--- config.mk ---
export PLATFORM = sky130hd
export DESIGN_NAME = magnetometer_heading_calibrator_flat
export DESIGN_NICKNAME = d
export VERILOG_FILES = /design/src/hw/rtl/mhc_pkg.sv /design/src/hw/rtl/mhc_stream_if.sv /design/src/hw/rtl/mhc_front.sv /design/src/hw/rtl/mhc_queue.sv /design/src/hw/rtl/mhc_back.sv /design/src/hw/rtl/magnetometer_heading_calibrator.sv /design/src/flat_wrapper.sv
export VERILOG_INCLUDE_DIRS = /design/src /design/src/hw/rtl
export SDC_FILE = /design/constraint.sdc
export NUM_CORES = 2
export LEC_CHECK = 0
export BUFFER_PORTS_ARGS = -buffer_cell sky130_fd_sc_hd__buf_2
export CORE_ASPECT_RATIO = 1.2
export CORE_UTILIZATION = 45
export DETAILED_ROUTE_END_ITERATION = 7
export GPL_TIMING_DRIVEN = 0
export MAX_ROUTING_LAYER = met4
export SLEW_MARGIN = 30
export SYNTH_ARGS = -nofsm -noshare
export SYNTH_HDL_FRONTEND = slang
export SYNTH_SLANG_ARGS = --single-unit
--- constraint.sdc ---
create_clock -name i_clk -period 11.35 [get_ports i_clk]
set_clock_uncertainty 0.2 [all_clocks]
set_input_delay 0.5675 -clock i_clk [delete_from_list [all_inputs] [get_ports i_clk]]
set_output_delay 0.5675 -clock i_clk [all_outputs]
set_load 0.01 [all_outputs]
--- src/hw/rtl/assert_macros.svh ---
// Assertion macros shared by the RTL files.
// Include with the bare file name.
`ifndef ASSERT_MACROS_SVH
`define ASSERT_MACROS_SVH
// Implication check on the rising edge, disabled during reset.
`define CHK_IMPL(lbl, clk, rst_n, ante, cons) \
    lbl: assert property (@(posedge clk) disable iff (!rst_n) (ante) |-> (cons)) \
        else $error("check failed");
// Next-cycle implication check, disabled during reset.
`define CHK_NEXT(lbl, clk, rst_n, ante, cons) \
    lbl: assert property (@(posedge clk) disable iff (!rst_n) (ante) |=> (cons)) \
        else $error("check failed");
`endif

--- src/hw/rtl/mhc_pkg.sv ---
// Package for the magnetometer heading calibrator.
// Holds commands, payload types, the CORDIC arctangent table and fixed constants.
`default_nettype none
package mhc_pkg;
    localparam logic [1:0] CMD_CAL = 2'd0;
    localparam logic [1:0] CMD_REF = 2'd1;
    localparam logic [1:0] CMD_HDG = 2'd2;
    localparam int TABLE_LEN = 24;
    localparam logic signed [31:0] DEG90_FINE = 32'sd2949120;
    localparam logic [15:0] FULL_TURN = 16'd46080;
    localparam logic [19:0] SPAN_Q8 = 20'd523776;   // 2046 * 256
    localparam logic signed [31:0] MID_Q8 = 32'sd261888; // 1023 * 256

    typedef struct packed {
        logic [1:0]         cmd;
        logic signed [15:0] reading_x;
        logic signed [15:0] reading_y;
        logic signed [15:0] reading_z;
        logic               data_ready;
        logic               field_overflow;
    } t_req;

    typedef struct packed {
        logic [15:0] heading;
        logic        sample_taken;
        logic        div_fault;
    } t_rsp;

    // queued job for the back part
    typedef struct packed {
        logic [1:0]         cmd;
        logic               taken;
        logic               fault;
        logic signed [36:0] num_x;   // (s - min) * 2046 * 256
        logic signed [36:0] num_y;
        logic [16:0]        rng_x;
        logic [16:0]        rng_y;
    } t_job;

    function automatic logic signed [31:0] atan_fine(input logic [4:0] i);
        case (i)
            5'd0: atan_fine = 32'sd1474560;  5'd1: atan_fine = 32'sd870484;
            5'd2: atan_fine = 32'sd459940;   5'd3: atan_fine = 32'sd233473;
            5'd4: atan_fine = 32'sd117189;   5'd5: atan_fine = 32'sd58652;
            5'd6: atan_fine = 32'sd29333;    5'd7: atan_fine = 32'sd14667;
            5'd8: atan_fine = 32'sd7334;     5'd9: atan_fine = 32'sd3667;
            5'd10: atan_fine = 32'sd1833;    5'd11: atan_fine = 32'sd917;
            5'd12: atan_fine = 32'sd458;     5'd13: atan_fine = 32'sd229;
            5'd14: atan_fine = 32'sd115;     5'd15: atan_fine = 32'sd57;
            5'd16: atan_fine = 32'sd29;      5'd17: atan_fine = 32'sd14;
            5'd18: atan_fine = 32'sd7;       5'd19: atan_fine = 32'sd4;
            5'd20: atan_fine = 32'sd2;       5'd21: atan_fine = 32'sd1;
            default: atan_fine = 32'sd0;
        endcase
    endfunction
endpackage
`default_nettype wire

--- src/hw/rtl/mhc_stream_if.sv ---
// Valid/ready channel interface carrying one payload type.
// Depends on nothing; payload type is a parameter.
`default_nettype none
interface mhc_stream_if #(parameter type T = logic) (input wire logic i_clk);
    logic valid;
    logic ready;
    T     data;
    modport source (output valid, output data, input ready);
    modport sink (input valid, input data, output ready);
endinterface
`default_nettype wire

--- src/hw/rtl/mhc_front.sv ---
// Front part: scales and keeps the sample, tracks min/max, builds heading jobs.
// Depends on mhc_pkg and mhc_stream_if.
`default_nettype none
module mhc_front import mhc_pkg::*; (
    input  wire logic       i_clk,
    input  wire logic       i_rst_n,
    input  wire logic       i_cfg_we,
    input  wire logic [1:0] i_cfg_idx,
    input  wire logic [7:0] i_cfg_data,
    mhc_stream_if.sink      s_req,
    output logic            o_job_valid,
    input  wire logic       i_job_ready,
    output t_job            o_job
);
    logic [7:0] r_adj [3];
    logic signed [15:0] r_kept [3];
    logic signed [15:0] r_max [3];
    logic signed [15:0] r_min [3];
    logic r_vld, r_pend;
    t_job r_job;
    logic [1:0] r_cmd;
    logic r_tk;

    // stage 1: multiply and keep (registered), stage 2: window and job
    logic signed [15:0] raw [3];
    logic signed [15:0] n_sc [3];
    logic signed [25:0] prod [3];
    logic signed [25:0] quo [3];
    logic signed [16:0] rng [2];
    logic signed [16:0] off [2];
    logic signed [36:0] numw [2];
    logic take;

    assign raw[0] = s_req.data.reading_x;
    assign raw[1] = s_req.data.reading_y;
    assign raw[2] = s_req.data.reading_z;
    assign take = s_req.data.data_ready & ~s_req.data.field_overflow;
    assign s_req.ready = ~r_vld & ~r_pend;

    always_comb begin
        for (int k = 0; k < 3; k++) begin
            prod[k] = raw[k] * $signed({1'b0, {1'b0, r_adj[k]} + 9'd128});
            quo[k] = prod[k] >>> 8;
            if (prod[k] < 0 && prod[k][7:0] != 8'd0) quo[k] = quo[k] + 26'sd1;
            if (quo[k] > 26'sd32767) n_sc[k] = 16'sh7fff;
            else if (quo[k] < -26'sd32768) n_sc[k] = 16'sh8000;
            else n_sc[k] = quo[k][15:0];
        end
        for (int k = 0; k < 2; k++) begin
            rng[k] = 17'(r_max[k]) - 17'(r_min[k]);
            off[k] = 17'(r_kept[k]) - 17'(r_min[k]);
            numw[k] = off[k] * $signed({1'b0, SPAN_Q8});
        end
    end

    always_ff @(posedge i_clk) begin
        if (!i_rst_n) begin
            for (int k = 0; k < 3; k++) begin
                r_adj[k] <= 8'd128;
                r_kept[k] <= '0;
                r_max[k] <= '0;
                r_min[k] <= '0;
            end
            r_vld <= 1'b0;
            r_pend <= 1'b0;
        end else begin
            if (i_cfg_we && i_cfg_idx != 2'd3) r_adj[i_cfg_idx] <= i_cfg_data;
            if (s_req.valid && s_req.ready) begin
                r_vld <= 1'b1;
                r_cmd <= s_req.data.cmd;
                r_tk <= take;
                if (take) for (int k = 0; k < 3; k++) r_kept[k] <= n_sc[k];
            end
            if (r_vld) begin
                r_vld <= 1'b0;
                r_pend <= 1'b1;
                if (r_cmd == CMD_CAL) begin
                    for (int k = 0; k < 3; k++) begin
                        if (r_kept[k] > r_max[k]) r_max[k] <= r_kept[k];
                        if (r_kept[k] < r_min[k]) r_min[k] <= r_kept[k];
                    end
                end
                r_job.cmd <= r_cmd;
                r_job.taken <= r_tk;
                r_job.fault <= (r_cmd == CMD_REF || r_cmd == CMD_HDG) &&
                               (rng[0] == 17'sd0 || rng[1] == 17'sd0);
                r_job.num_x <= numw[0];
                r_job.num_y <= numw[1];
                r_job.rng_x <= rng[0];
                r_job.rng_y <= rng[1];
            end
            if (r_pend && i_job_ready) r_pend <= 1'b0;
        end
    end
    assign o_job_valid = r_pend;
    assign o_job = r_job;
endmodule
`default_nettype wire

--- src/hw/rtl/mhc_queue.sv ---
// Two-entry job queue between the front and back parts.
// Depends on mhc_pkg; includes assert_macros.svh.
`default_nettype none
`include "assert_macros.svh"
module mhc_queue import mhc_pkg::*; (
    input  wire logic i_clk,
    input  wire logic i_rst_n,
    input  wire logic i_wr_valid,
    output logic      o_wr_ready,
    input  t_job      i_wr_data,
    output logic      o_rd_valid,
    input  wire logic i_rd_ready,
    output t_job      o_rd_data
);
    t_job r_mem [2];
    logic r_wp, r_rp;
    logic [1:0] r_cnt;
    logic wr, rd;
    assign o_wr_ready = r_cnt != 2'd2;
    assign o_rd_valid = r_cnt != 2'd0;
    assign wr = i_wr_valid & o_wr_ready;
    assign rd = o_rd_valid & i_rd_ready;
    assign o_rd_data = r_mem[r_rp];
    always_ff @(posedge i_clk) begin
        if (!i_rst_n) begin
            r_wp <= 1'b0; r_rp <= 1'b0; r_cnt <= 2'd0;
        end else begin
            if (wr) begin r_mem[r_wp] <= i_wr_data; r_wp <= ~r_wp; end
            if (rd) r_rp <= ~r_rp;
            r_cnt <= r_cnt + 2'(wr) - 2'(rd);
        end
    end
    `CHK_IMPL(a_q_bound, i_clk, i_rst_n, 1'b1, r_cnt != 2'd3)
    `CHK_NEXT(a_q_fill, i_clk, i_rst_n, wr && !rd, r_cnt == $past(r_cnt) + 2'd1)
endmodule
`default_nettype wire

--- src/hw/rtl/mhc_back.sv ---
// Back part: two restoring divisions, CORDIC vectoring, reference and output register.
// Depends on mhc_pkg and mhc_stream_if; includes assert_macros.svh.
`default_nettype none
`include "assert_macros.svh"
module mhc_back import mhc_pkg::*; #(
    parameter int CORDIC_STEPS = 16
) (
    input  wire logic i_clk,
    input  wire logic i_rst_n,
    input  wire logic i_job_valid,
    output logic      o_job_ready,
    input  t_job      i_job,
    mhc_stream_if.source m_rsp
);
    localparam logic [2:0] S_IDLE = 3'd0, S_DIV = 3'd1, S_PRE = 3'd2,
                           S_ROT = 3'd3, S_FIN = 3'd4, S_OUT = 3'd5;
    localparam int NSTEPS = (CORDIC_STEPS < TABLE_LEN) ? CORDIC_STEPS : TABLE_LEN;

    logic [2:0] r_st;
    t_job r_job;
    logic r_axis;
    logic [5:0] r_cnt;
    logic [16:0] r_rem;
    logic [35:0] r_quo;
    logic r_neg;
    logic signed [36:0] r_mx, r_my;
    logic signed [39:0] r_vx, r_vy;
    logic signed [31:0] r_z;
    logic signed [15:0] r_ref;
    t_rsp r_rsp;
    logic r_ovld;

    logic [17:0] trial;
    logic [35:0] shn;
    logic signed [36:0] qs;
    logic signed [39:0] dx, dy;
    logic signed [31:0] ang32;
    logic signed [17:0] diff;
    logic signed [17:0] dw;

    assign trial = {r_rem, shn[35]} - {1'b0, r_axis ? r_job.rng_y : r_job.rng_x};
    assign qs = (r_neg ? -$signed({1'b0, r_quo}) : $signed({1'b0, r_quo})) - MID_Q8;
    assign dx = r_vy >>> r_cnt;
    assign dy = r_vx >>> r_cnt;
    assign ang32 = (r_z + 32'sd128) >>> 8;
    assign diff = 18'($signed(ang32[15:0])) - 18'(r_ref);
    assign shn = r_quo;
    assign o_job_ready = (r_st == S_IDLE) && !r_ovld;
    assign m_rsp.valid = r_ovld;
    assign m_rsp.data = r_rsp;

    always_comb begin
        if (diff < 0) begin
            dw = diff + 18'sd46080;
            if (dw < 0) dw = dw + 18'sd46080;
        end else if (diff >= 18'sd46080) begin
            dw = diff - 18'sd46080;
        end else begin
            dw = diff;
        end
    end

    always_ff @(posedge i_clk) begin
        if (!i_rst_n) begin
            r_st <= S_IDLE;
            r_ref <= '0;
            r_ovld <= 1'b0;
        end else begin
            if (r_ovld && m_rsp.ready) r_ovld <= 1'b0;
            case (r_st)
                S_IDLE: if (i_job_valid && o_job_ready) begin
                    r_job <= i_job;
                    r_rsp.heading <= '0;
                    r_rsp.sample_taken <= i_job.taken;
                    r_rsp.div_fault <= i_job.fault;
                    if (i_job.fault || (i_job.cmd != CMD_REF && i_job.cmd != CMD_HDG))
                        r_st <= S_OUT;
                    else begin
                        r_st <= S_DIV;
                        r_axis <= 1'b0;
                        r_cnt <= '0;
                        r_rem <= '0;
                        r_neg <= i_job.num_x[36];
                        r_quo <= i_job.num_x[36] ? 36'(-i_job.num_x) : 36'(i_job.num_x);
                    end
                end
                S_DIV: begin
                    if (!trial[17]) r_rem <= trial[16:0];
                    else r_rem <= {r_rem[15:0], shn[35]};
                    r_quo <= {r_quo[34:0], ~trial[17]};
                    r_cnt <= r_cnt + 6'd1;
                    if (r_cnt == 6'd35) r_st <= S_PRE;
                end
                S_PRE: begin
                    if (!r_axis) begin
                        r_mx <= qs;
                        r_axis <= 1'b1;
                        r_cnt <= '0;
                        r_rem <= '0;
                        r_neg <= r_job.num_y[36];
                        r_quo <= r_job.num_y[36] ? 36'(-r_job.num_y) : 36'(r_job.num_y);
                        r_st <= S_DIV;
                    end else begin
                        r_my <= qs;
                        r_cnt <= '0;
                        r_st <= S_ROT;
                        if (qs < 0) begin
                            if (r_mx >= 0) begin
                                r_vx <= 40'(r_mx); r_vy <= -40'(qs); r_z <= DEG90_FINE;
                            end else begin
                                r_vx <= -40'(r_mx); r_vy <= 40'(qs); r_z <= -DEG90_FINE;
                            end
                        end else begin
                            r_vx <= 40'(qs); r_vy <= 40'(r_mx); r_z <= '0;
                        end
                        if (qs == 0 && r_mx == 0) r_st <= S_FIN;
                    end
                end
                S_ROT: begin
                    if (r_vy >= 0) begin
                        r_vx <= r_vx + dx; r_vy <= r_vy - dy;
                        r_z <= r_z + atan_fine(r_cnt[4:0]);
                    end else begin
                        r_vx <= r_vx - dx; r_vy <= r_vy + dy;
                        r_z <= r_z - atan_fine(r_cnt[4:0]);
                    end
                    r_cnt <= r_cnt + 6'd1;
                    if (r_cnt == 6'(NSTEPS - 1)) r_st <= S_FIN;
                end
                S_FIN: begin
                    if (r_job.cmd == CMD_REF) r_ref <= ang32[15:0];
                    else r_rsp.heading <= dw[15:0];
                    r_st <= S_OUT;
                end
                S_OUT: if (!r_ovld) begin
                    r_ovld <= 1'b1;
                    r_st <= S_IDLE;
                end
                default: r_st <= S_IDLE;
            endcase
        end
    end
    `CHK_IMPL(a_hdg_range, i_clk, i_rst_n, r_ovld, r_rsp.heading < FULL_TURN)
    `CHK_IMPL(a_fault_zero, i_clk, i_rst_n, r_ovld && r_rsp.div_fault, r_rsp.heading == 16'd0)
endmodule
`default_nettype wire

--- src/hw/rtl/magnetometer_heading_calibrator.sv ---
// Top level of the magnetometer heading calibrator.
// Depends on mhc_pkg, mhc_stream_if, mhc_front, mhc_queue, mhc_back.
//  channel  dir  payload
//  s_req    in   cmd, reading_x/y/z, data_ready, field_overflow
//  m_rsp    out  heading, sample_taken, div_fault
//  cfg      in   i_cfg_we, i_cfg_idx, i_cfg_data (adjust_x/y/z)
// Front takes one request at a time and takes no new one until its job is
// handed to a two-entry job queue. Reference and heading commands run two
// 36-step restoring divisions then one CORDIC step per cycle in the back part.
// Calibrate, spare and faulted requests go straight to the output. Synchronous reset.
// A stalled m_rsp holds the result and backs up the queue, then s_req.
`default_nettype none
module magnetometer_heading_calibrator import mhc_pkg::*; #(
    parameter int CORDIC_STEPS = 16
) (
    input  wire logic       i_clk,
    input  wire logic       i_rst_n,
    input  wire logic       i_cfg_we,
    input  wire logic [1:0] i_cfg_idx,
    input  wire logic [7:0] i_cfg_data,
    mhc_stream_if.sink      s_req,
    mhc_stream_if.source    m_rsp
);
    logic f_valid, f_ready, b_valid, b_ready;
    t_job f_job, b_job;

    mhc_front u_front (
        .i_clk, .i_rst_n, .i_cfg_we, .i_cfg_idx, .i_cfg_data, .s_req,
        .o_job_valid(f_valid), .i_job_ready(f_ready), .o_job(f_job)
    );
    mhc_queue u_queue (
        .i_clk, .i_rst_n, .i_wr_valid(f_valid), .o_wr_ready(f_ready), .i_wr_data(f_job),
        .o_rd_valid(b_valid), .i_rd_ready(b_ready), .o_rd_data(b_job)
    );
    mhc_back #(.CORDIC_STEPS(CORDIC_STEPS)) u_back (
        .i_clk, .i_rst_n, .i_job_valid(b_valid), .o_job_ready(b_ready), .i_job(b_job), .m_rsp
    );
endmodule
`default_nettype wire

--- src/flat_wrapper.sv ---
// flat-port wrapper written by rule: the top's interface ports become plain ports
module magnetometer_heading_calibrator_flat import mhc_pkg::*;
#(
    parameter int CORDIC_STEPS = 16
)
  (i_clk, i_rst_n, i_cfg_we, i_cfg_idx, i_cfg_data, s_req_valid, s_req_data, s_req_ready, m_rsp_valid, m_rsp_data, m_rsp_ready);
  mhc_stream_if #(.T(t_req)) s_req_i (.i_clk(i_clk));
  mhc_stream_if #(.T(t_rsp)) m_rsp_i (.i_clk(i_clk));
  input  wire logic i_clk;
  input  wire logic i_rst_n;
  input  wire logic i_cfg_we;
  input  wire logic [1:0] i_cfg_idx;
  input  wire logic [7:0] i_cfg_data;
  input wire logic [$bits(s_req_i.valid)-1:0] s_req_valid;
  input wire logic [$bits(s_req_i.data)-1:0] s_req_data;
  output wire logic [$bits(s_req_i.ready)-1:0] s_req_ready;
  output wire logic [$bits(m_rsp_i.valid)-1:0] m_rsp_valid;
  output wire logic [$bits(m_rsp_i.data)-1:0] m_rsp_data;
  input wire logic [$bits(m_rsp_i.ready)-1:0] m_rsp_ready;
  assign s_req_i.valid = s_req_valid;
  assign s_req_i.data = s_req_data;
  assign s_req_ready = s_req_i.ready;
  assign m_rsp_valid = m_rsp_i.valid;
  assign m_rsp_data = m_rsp_i.data;
  assign m_rsp_i.ready = m_rsp_ready;
  magnetometer_heading_calibrator #(.CORDIC_STEPS(CORDIC_STEPS)) u_core (.i_clk(i_clk), .i_rst_n(i_rst_n), .i_cfg_we(i_cfg_we), .i_cfg_idx(i_cfg_idx), .i_cfg_data(i_cfg_data), .s_req(s_req_i), .m_rsp(m_rsp_i));
endmodule
==> summary.md <==
| Metric | Value |
|---|---|
| Status | `complete, but fails checks` |
| Failing checks | `design-rule violations` |
| Vias in the first global route | `between 60000 and 70000` |
| Clock sinks | `785` |
| Worst path arrival time | `between 9 and 10 ns` |
| Initial antenna violation count | `5` |
| CTS tree | `done` |
| Vias per std cell | `around 5.8` |
| Post-synthesis async set-or-reset flop share | `0%` |
| Commonest non-fill, non-tap cell in the layout | `inv_1` |
| Minimum clock period | `9.48 ns` |
| Final setup viols | `0` |
| Worst skew pair latency | `a little over 0.7 ns` |
| Max-Cap Viols | `0` |
| Reg2reg start | `u_core.u_back.r_cnt[2]$_DFFE_PP_` |
| Row Count | `approximately 170` |
| Gr usage total | `27.9%` |
| H-Tree Depth | `3` |
| Critical Path Start Type | `flip-flop` |
| Gate Count Post-Synth | `a little under 8000` |
| DRC | `6` |
| Hold crit path type | `input pin to flip-flop` |
| Post-route cell area | `84900 um^2` |
| Gr ovfl total | `0` |
| DP Worst Slack | `1.65 ns` |
| CP Class | `flip-flop to flip-flop` |
| Hold EP | `u_core.u_front.r_adj[1][5]$_SDFFCE_PN0P_` |
| Drt total wl | `about 240 mm` |
| Worst setup margin | `between 1.5 and 2 ns` |
| Remaining antenna violation count | `0` |
| Final Wtd Congestion | `roughly 1.0` |
| Final Slew Violations | `0` |
| Post-CTS resize count | `0` |
| Synth Area per Inst | `roughly 10 um^2` |
| Highest Clock Rate | `about 110 MHz` |
| Hold-critical path depth | `2` |
| Initial DRC Count | `about 4100` |
| Core Footprint | `173000 um^2` |
| Sequential fraction of the synthesis area | `29.6%` |
| EDFF count, synth | `737` |
| Post-CTS setup buffer count | `0` |
| Flop2flop setup slack | `around 1.9 ns` |
| Slew HR | `between 10% and 20%` |
| Area of placed instances | `~82000 um^2` |
| RSZ-0062 raised after global routing | `false` |
| Area contributors post-synth | `edfxtp_1, fa_1, ha_1` |
| Main synth FF type | `edfxtp_1` |
| Fin crit share | `83.6%` |
| FF+latch count, synth | `785` |
| Vias | `60600` |
| Final hold viol count | `0` |
| Die outline width | `approximately 380 um` |
| Die Span Y | `458 um` |
| Yosys warns | `0` |
| IO Port Bufs | `56` |
| Crit. End Element | `flip-flop` |
| Hold Startpoint | `i_cfg_data[5]` |
| Clock buffer depth | `3` |
| Post-synth top area cell | `edfxtp_1` |
| DIE AREA | `around 180000 um^2` |
| Post-DP HPWL | `between 150 and 200 mm` |
| Initial Util | `45.3%` |
| Slew at the pin closest to its max-slew limit | `roughly 1.2 ns` |
| Cell area after synthesis | `78100 um^2` |
| First-pass GRT wire length | `around 360 mm` |
| Crit-path max FO | `10` |
| IO Pins | `87` |
| Cell variety after synth | `roughly 110` |
| Clock transition at the registers of the reported paths | `about 0.06 ns` |
| Share of layout cells above drive strength 1 | `between 7 and 8%` |
| CTS Buf Count | `89` |
| Share of the synthesized area in the top cell type | `28.3%` |
| Drt wl/cell | `between 20 and 25 um` |
| CP Data Required Time | `about 12 ns` |
| CTS root buffer | `clkbuf_16` |
| Worst r2r dst | `u_core.u_back.r_vy[39]$_DFFE_PP_` |
| Commonest non-fill, non-tap cells in the layout | `inv_1, edfxtp_1, nand2_1, ha_1, fa_1` |
| Layout area overhead | `8.67%` |
| 1st-pass router iterations | `8` |
| Number of nets in the layout | `~9300` |
| Reg2Reg Depth | `26` |
| Largest net degree at the start of global routing | `46` |
[Yosys cell counts (all sizes together), types with 16 or more instances]
library cell	count
nand2	641
a31oi	64
o22ai	24
nor2	432
o41ai	31
and3	61
a21boi	23
nor3	136
a211oi	64
o21ai	397
a21oi	378
xnor2	367
nand3	137
o21a	48
a22oi	34
nand2b	84
or2	40
nand4	48
a21o	129
o31ai	88
nor2b	70
inv	914
or3	83
mux2i	149
nand3b	16
and2	292
a221oi	26
o211ai	65
or4	26
dfxtp	48
nor3b	23
xor2	239
ha	573
edfxtp	737
o21bai	28
nor4	31
a211o	19
mux2	144
mux4	94
buf	74
fa	559
clkbuf	279
[logic make-up after synthesis]
family | after synthesis | share of synthesized area, %
AOI/OAI and AO/OA | 1597 | 13.3
xor gates and xnor gates | 606 | 6.80
adders and majority gates | 1132 | 23.5
buffers and inverters | 1271 | 6.20
DFF | 785 | 29.6
muxes | 387 | 6.69
other | 1 | 0.00480
and+or+nand+nor | 2168 | 13.9
[worst max path at each step]
stage	from	to	cells past startpoint
5_1_grt	u_core.u_front.r_kept[0][16]$_SDFFCE_PN0P_	u_core.u_front.o_job[70]$_DFFE_PP_	30
6_report	u_core.u_back.r_cnt[2]$_DFFE_PP_	u_core.u_back.r_vy[39]$_DFFE_PP_	26
3_3_place_gp	i_rst_n	u_core.u_queue.r_mem[0][30]$_DFFE_PP_	3
4_1_cts	u_core.u_front.r_kept[0][16]$_SDFFCE_PN0P_	u_core.u_front.o_job[70]$_DFFE_PP_	30
3_5_place_dp	u_core.u_front.r_kept[0][16]$_SDFFCE_PN0P_	u_core.u_front.o_job[70]$_DFFE_PP_	30
2_1_floorplan	u_core.u_front.r_min[0][17]$_SDFFCE_PN0P_	u_core.u_front.o_job[70]$_DFFE_PP_	28
[critical path, stage by stage, from the launching register on]
cell	delay [ns]
edfxtp_1	0.37
clkbuf_1	0.33
inv_1	0.17
clkbuf_1	0.60
clkbuf_1	0.74
clkbuf_1	0.69
mux2_2	0.41
a221oi_1	0.34
a211oi_1	0.17
nor2_1	0.46
ha_1	0.29
nand2_1	0.10
or4_1	0.75
o31ai_1	0.41
xnor2_1	0.17
ha_1	0.38
o21a_1	0.12
o21ai_0	0.11
a21oi_1	0.29
nor2_1	0.10
a21oi_1	0.53
o2111ai_1	0.31
a2111oi_0	0.45
a311oi_1	0.14
a31oi_1	0.26
xnor2_1	0.15
o21ai_0	0.10
[final cells by class]
type / instances / area, um^2
Tap cell: 2281 / 2850
Sequential cell: 785 / 23100
Antenna cell: 2 / 5.00
Multi-Input combinational cell: 5893 / 50400
Fill cell: 16300 / 87700
Clock inverter: 55 / 549
Clock buffer: 109 / 2350
Buffer: 353 / 1420
Inverter: 918 / 3450
Timing Repair Buffer: 96 / 793
[metrics by stage]
stage	hold slack (ns)	TNS [ns]	instances	util, %
after floorplan	0.200	0	7949	-
after global placement	0.224	-167.97	10300	47.1
after detailed placement	0.231	0	10300	47.4
after CTS	0.0103	0	10500	49.2
after global routing	0.0108	0	10500	49.2
final	0.0388	0	10500	49.2
[per-layer routing]
layer	track usage (%)	share of wire, %
met1	32.3	40
met2	47.9	50
met3	2.91	4.4
met4	14.2	5.9
met5	-	0
[what timing repair did]
item | 4_1_cts | 5_1_grt
endpoints found under the hold margin | 5 | 0
hold buffers | 5 | 0
endpoints found under the setup margin | 0 | 0
[registers in the layout, summed over array words and instances (netlist names), 36 cells and up, named ones only]
register / flops
u_core.u_back.r_vy: 40
u_core.u_back.r_job: 64
u_core.u_back.r_vx: 40
u_core.u_front.r_kept: 48
u_core.u_queue.r_mem: 188
u_core.u_back.r_quo: 36
u_core.u_front.r_max: 48
u_core.u_front.o_job: 94
u_core.u_front.r_min: 48
u_core.u_back.r_mx: 37
Power is left out: the tool's default activity adds up to more than one toggle a clock period on the data nets, which glitch-free logic cannot reach.
